## src/rtl/core/cea_pkg.sv

```systemverilog
// Shared types, constants and state codes of the cluster extent accumulator.
package cea_pkg;

	localparam int MAX_CLUSTERS_DEF = 64;
	localparam int COUNT_BITS_DEF   = 16;
	localparam int POS_W   = 20;
	localparam int RNG_W   = 20;
	localparam int ANG_W   = 16;
	localparam int OCNT_W  = 16;
	localparam int CFG_W   = 16;
	localparam int ID_W    = 7;

	localparam logic CFG_MIN_POINTS = 1'b0;
	localparam logic CFG_MAX_POINTS = 1'b1;

	typedef struct packed {
		logic signed [POS_W-1:0] xlo;
		logic signed [POS_W-1:0] xhi;
		logic signed [POS_W-1:0] ylo;
		logic signed [POS_W-1:0] yhi;
		logic        [RNG_W-1:0] rlo;
		logic        [RNG_W-1:0] rhi;
		logic signed [ANG_W-1:0] alo;
		logic signed [ANG_W-1:0] ahi;
	} ext_t;

	localparam ext_t EXT_RESET = '{
		xlo: {1'b0, {(POS_W-1){1'b1}}},
		xhi: {1'b1, {(POS_W-1){1'b0}}},
		ylo: {1'b0, {(POS_W-1){1'b1}}},
		yhi: {1'b1, {(POS_W-1){1'b0}}},
		rlo: {RNG_W{1'b1}},
		rhi: '0,
		alo: {1'b0, {(ANG_W-1){1'b1}}},
		ahi: {1'b1, {(ANG_W-1){1'b0}}}
	};

	typedef struct packed {
		logic [OCNT_W-1:0]       cnt;
		ext_t                    ext;
		logic signed [POS_W-1:0] avg_x;
		logic signed [POS_W-1:0] avg_y;
	} res_t;

	typedef enum logic [2:0] {
		ST_IDLE,
		ST_ACC,
		ST_FL_RD,
		ST_FL_CHK,
		ST_FL_DIV,
		ST_FL_SAVE,
		ST_FL_END
	} st_t;

	typedef struct packed {
		logic acc_load;
		logic acc_write;
		logic use_idx;
		logic idx_clr;
		logic idx_inc;
		logic div_start;
		logic div_step;
		logic pend_load;
		logic flush_clr;
	} cmd_t;

	typedef struct packed {
		logic id_ok;
		logic qualify;
		logic div_done;
		logic idx_last;
		logic pend_vld;
	} sts_t;

endpackage

```

## src/rtl/core/cea_ctrl.sv

```systemverilog
// Controller state machine: accumulate and flush sequencing.
module cea_ctrl
	import cea_pkg::*;
(
	input  logic clk,
	input  logic arst_n,
	input  logic start,
	input  logic action,
	input  sts_t sts,
	output cmd_t cmd,
	output logic busy,
	output logic result_valid,
	output logic last
);

	st_t state_q, state_d;

	always_ff @(posedge clk or negedge arst_n) begin
		if (!arst_n) begin
			state_q <= ST_IDLE;
		end else begin
			state_q <= state_d;
		end
	end

	always_comb begin
		state_d = state_q;
		case (state_q)
			ST_IDLE: begin
				if (start) begin
					if (action) state_d = ST_FL_RD;
					else if (sts.id_ok) state_d = ST_ACC;
				end
			end
			ST_ACC:    state_d = ST_IDLE;
			ST_FL_RD:  state_d = ST_FL_CHK;
			ST_FL_CHK: begin
				if (sts.qualify) state_d = ST_FL_DIV;
				else if (sts.idx_last) state_d = ST_FL_END;
				else state_d = ST_FL_RD;
			end
			ST_FL_DIV: if (sts.div_done) state_d = ST_FL_SAVE;
			ST_FL_SAVE: state_d = sts.idx_last ? ST_FL_END : ST_FL_RD;
			ST_FL_END: state_d = ST_IDLE;
			default:   state_d = ST_IDLE;
		endcase
	end

	always_comb begin
		cmd          = '0;
		busy         = 1'b1;
		result_valid = 1'b0;
		last         = 1'b0;
		cmd.use_idx  = 1'b1;
		case (state_q)
			ST_IDLE: begin
				busy         = 1'b0;
				cmd.use_idx  = 1'b0;
				cmd.acc_load = start && !action;
				cmd.idx_clr  = start && action;
			end
			ST_ACC:    cmd.acc_write = 1'b1;
			ST_FL_RD:  ;
			ST_FL_CHK: begin
				cmd.div_start = sts.qualify;
				cmd.idx_inc   = !sts.qualify && !sts.idx_last;
			end
			ST_FL_DIV: cmd.div_step = !sts.div_done;
			ST_FL_SAVE: begin
				result_valid  = sts.pend_vld;
				cmd.pend_load = 1'b1;
				cmd.idx_inc   = !sts.idx_last;
			end
			ST_FL_END: begin
				result_valid  = sts.pend_vld;
				last          = 1'b1;
				cmd.flush_clr = 1'b1;
			end
			default: ;
		endcase
	end

endmodule

```

## config.mk

```make
export PLATFORM = sky130hd
export DESIGN_NAME = cea_ctrl
export DESIGN_NICKNAME = d
export VERILOG_FILES = /design/src/rtl/core/cea_pkg.sv /design/src/rtl/core/cea_ctrl.sv
export SDC_FILE = /design/constraint.sdc
export NUM_CORES = 1
export LEC_CHECK = 0
export BUFFER_PORTS_ARGS = -buffer_cell sky130_fd_sc_hd__buf_2
export CAP_MARGIN = 20
export CORE_AREA = 2 2 39 41
export CTS_CLUSTER_DIAMETER = 100
export DETAILED_ROUTE_END_ITERATION = 8
export DIE_AREA = 0 0 41 43
export MAX_ROUTING_LAYER = met4
export PLACE_DENSITY = 0.47
export SETUP_SLACK_MARGIN = 0.5
export SLEW_MARGIN = 40
export SYNTH_ARGS = -nofsm -noshare
export SYNTH_HDL_FRONTEND = slang
export SYNTH_SLANG_ARGS = --single-unit
```

## constraint.sdc

```tcl
create_clock -name clk -period 1.5 [get_ports clk]
set_input_delay 0.075 -clock clk [delete_from_list [all_inputs] [get_ports clk]]
set_output_delay 0.075 -clock clk [all_outputs]
set_load 0.02 [all_outputs]
```

==> flow_summary.rst <==
.. list-table::
   :header-rows: 1

   * - Metric
     - Value
   * - Insertion delay to the later sink of the worst-skew pair
     - between 0.2 and 0.25 ns
   * - Wire length of the first global-routing pass
     - between 1 and 1.5 mm
   * - Buffer type at the clock tree root
     - clkbuf_4
   * - Global Route Usage Sum
     - 12.9%
   * - Commonest cells after routing, fill and taps aside
     - buf_6, buf_4, buf_2
   * - Starting utilization of the core area
     - a little under a quarter
   * - Area Overhead vs Synth
     - 118%
   * - Number of buffers inserted by port buffering
     - 20
   * - Number of fill cells
     - 137
   * - Pin slew with the least headroom to its limit
     - 0.328 ns
   * - Synthesis Warnings
     - 0
   * - Post-detailed-route DRC marker count
     - 0
   * - Critical Path End Type
     - primary output
   * - Vias after detailed routing
     - about 380
   * - H-Tree Depth
     - 1
   * - Ant diodes
     - 0
   * - Routability congestion estimate
     - approximately 0.75
   * - Total CTS buffers
     - 3
   * - Hold_sp
     - sts[1]
   * - Top-Level Pins
     - 21
   * - Detailed Route Iter0 Violations
     - 3
   * - Min-delay worst type
     - in2reg
   * - Run status
     - complete, no violations
   * - CP Max Fanout
     - 6
   * - TritonRoute pass-1 iters
     - 2
   * - Worst slew slack as a fraction of its limit
     - around four fifths
   * - Post-Route Skew
     - 0.00183 ns
   * - Kind of start point of the critical path
     - flop
   * - Gate count after technology mapping
     - 36
   * - Worst Setup Slack, final
     - 0.105 ns
   * - Final wirelength
     - roughly 900 um
   * - Total number of clock tree sinks
     - 3
   * - Largest registers
     - state_q (3)
   * - RSZ-0062 raised after global routing
     - true
   * - Leading cell type in the layout, fill and taps excluded
     - buf_6
   * - Worst Path Arrival
     - between 1 and 1.5 ns
   * - Critical register-to-register path startpoint
     - state_q[2]
   * - Die Area
     - approximately 1800 sq um
   * - Total of max-cap violations
     - 0
   * - Time the final worst path needs with I/O delays and setup
     - between 1 and 1.5 ns
   * - Setup slack at placement
     - 0.191 ns
   * - Number of library cell types mapped by synthesis
     - 25
   * - Length in cells of the worst reg-to-reg path
     - 4
   * - Placed Cells incl. Taps
     - 70
   * - Final slew viol count
     - 0
   * - Post-synthesis area per instance
     - approximately 8.8 sq um
   * - Maximum clock rate
     - around 700 MHz
   * - Layout net count
     - 77
   * - Pwr Density
     - about 2000 nW/um^2
   * - Worst hold path cell count
     - 3
   * - Remaining antenna violation count after routing
     - 0
   * - Cell Count, Final, Fillers Out
     - a little over 80
   * - Clock tree from TritonCTS
     - done
   * - Register bit total from synthesis
     - 3
   * - Area of the mapped netlist
     - around 320 sq um
   * - Via count normalized by instance count
     - between 4 and 5
   * - Hold endpoint
     - state_q[2]
   * - Slack of the worst reg-to-reg path
     - ~0.17 ns
   * - Die X-Extent
     - approximately 41 um
   * - Worst endpoint required time
     - around 1.4 ns
   * - Fraction of the cycle the final worst path needs
     - 93.0%
   * - Endpoints failing setup
     - 0
   * - RR Endpoint
     - state_q[0]
   * - Clock transition at the register clock pins on the worst setup and hold paths after CTS
     - around 0.040 ns
   * - Remaining global-route overflow
     - 0
   * - Avg WL per Cell
     - 11.0 um
   * - Net count after synthesis
     - 45
   * - Max reg flops
     - 3
   * - Vertical die dimension
     - around 43 um
   * - DPL Wire Length
     - ~590 um
   * - Type of the setup path with the least slack
     - reg2out
   * - Largest net degree at the start of global routing
     - 8
   * - Core Box Area
     - approximately 1400 sq um
   * - Maximum count of clock buffers along a single path
     - 2
   * - Register with the highest flop count
     - state_q
   * - Total negative slack
     - 0 ns
   * - IR drop worst, VDD
     - between 1 and 1.5 mV
   * - Leakage power
     - between 0.3 and 0.4 nW
   * - Initial antenna violation count
     - 0
   * - Sequential area share after synthesis
     - between 20% and 30%
   * - Via count of the first global-routing pass
     - roughly 350
   * - Final hold violation count
     - 0
   * - Row count
     - 14
   * - Ratio of cells with drive above 1 in the final layout
     - 85.1%
[area by class of cell]
cell class	count	area [sq um]	share of cell area [%]
Sequential cell	3	77.6	11.3
Tap cell	16	20.0	2.90
Multi-Input combinational cell	26	290	42.1
Clock buffer	4	26.3	3.81
Inverter	2	7.51	1.09
Timing Repair Buffer	32	268	38.8
[cells in the mapped netlist]
cell / number / area, sq um
and2b_2: 1 / 8.76
nor2_1: 2 / 7.51
a21oi_1: 1 / 5.00
and3_1: 3 / 18.8
a2111oi_2: 2 / 30.0
o21ai_0: 1 / 5.00
o211ai_1: 1 / 7.51
a21boi_1: 1 / 7.51
dfrtp_1: 3 / 75.1
nand2b_1: 1 / 6.26
and3b_2: 1 / 10.0
inv_1: 2 / 7.51
buf_4: 2 / 15.0
nor3_2: 1 / 10.0
buf_6: 1 / 11.3
buf_2: 2 / 10.0
nor2b_1: 3 / 18.8
or2_2: 1 / 6.26
nor4b_1: 1 / 8.76
a211oi_1: 1 / 7.51
o21a_1: 1 / 7.51
nand2_1: 1 / 3.75
nor3_1: 1 / 5.00
or3b_4: 1 / 11.3
a211oi_2: 1 / 12.5
[layer usage]
layer  GRT usage (%)  vias up  wire (um)  share of wire, %
met4            10.0        0         24               2.6
met3            3.14        4         53               5.8
li1                -      188          -                 -
met5               -        -          0                 0
met2            18.1       16        466                51
met1            14.9      170        367                40
[kinds of logic after synthesis]
group / count (synthesis) / share of synthesized area [%]
buf+inv: 7 / 13.8
compound gates: 9 / 26.1
simple gates: 17 / 36.4
flops: 3 / 23.7
[metrics by stage]
step	util, %	area [sq um]	total power [mW]	hold slack [ns]
floorplan	-	387	0.795	-0.221
global route	49.8	689	1.49	0.173
global placement	34.9	483	0.908	-0.128
detailed placement	34.9	483	0.902	-0.125
finish	49.8	689	1.40	0.149
CTS	47.1	652	1.35	0.147
[power by group]
group / switching (mW) / internal, mW
clock network: 0.0412 / 0.0996
registers: 0.0655 / 0.125
logic: 0.489 / 0.577
total: 0.596 / 0.802
[worst max path at each step]
stage	from	end	slack (ns)	depth (start not counted)
CTS	state_q[2]	cmd[4]	0.1	3
finish	state_q[2]	cmd[4]	0.11	3
detailed placement	state_q[2]	state_q[0]	0.19	3
global placement	state_q[2]	state_q[0]	0.23	3
global route	state_q[2]	cmd[8]	0.04	4
floorplan	state_q[2]	cmd[4]	0.30	3
[critical path: stages, from the launching register on]
cell and delay [ns]:
dfrtp_2 0.43, or3b_4 0.40, a21boi_4 0.13, buf_6 0.13
[timing repair]
action | CTS | global route
endpoints found under the setup margin | 15 | 15
setup buffers | 5 | 3
resized for setup | 26 | 5
pin swaps | 4 | 1
hold buffers | 1 | 0
hold endpoints to repair | 3 | 0
Power figures use the tool's default switching activity.
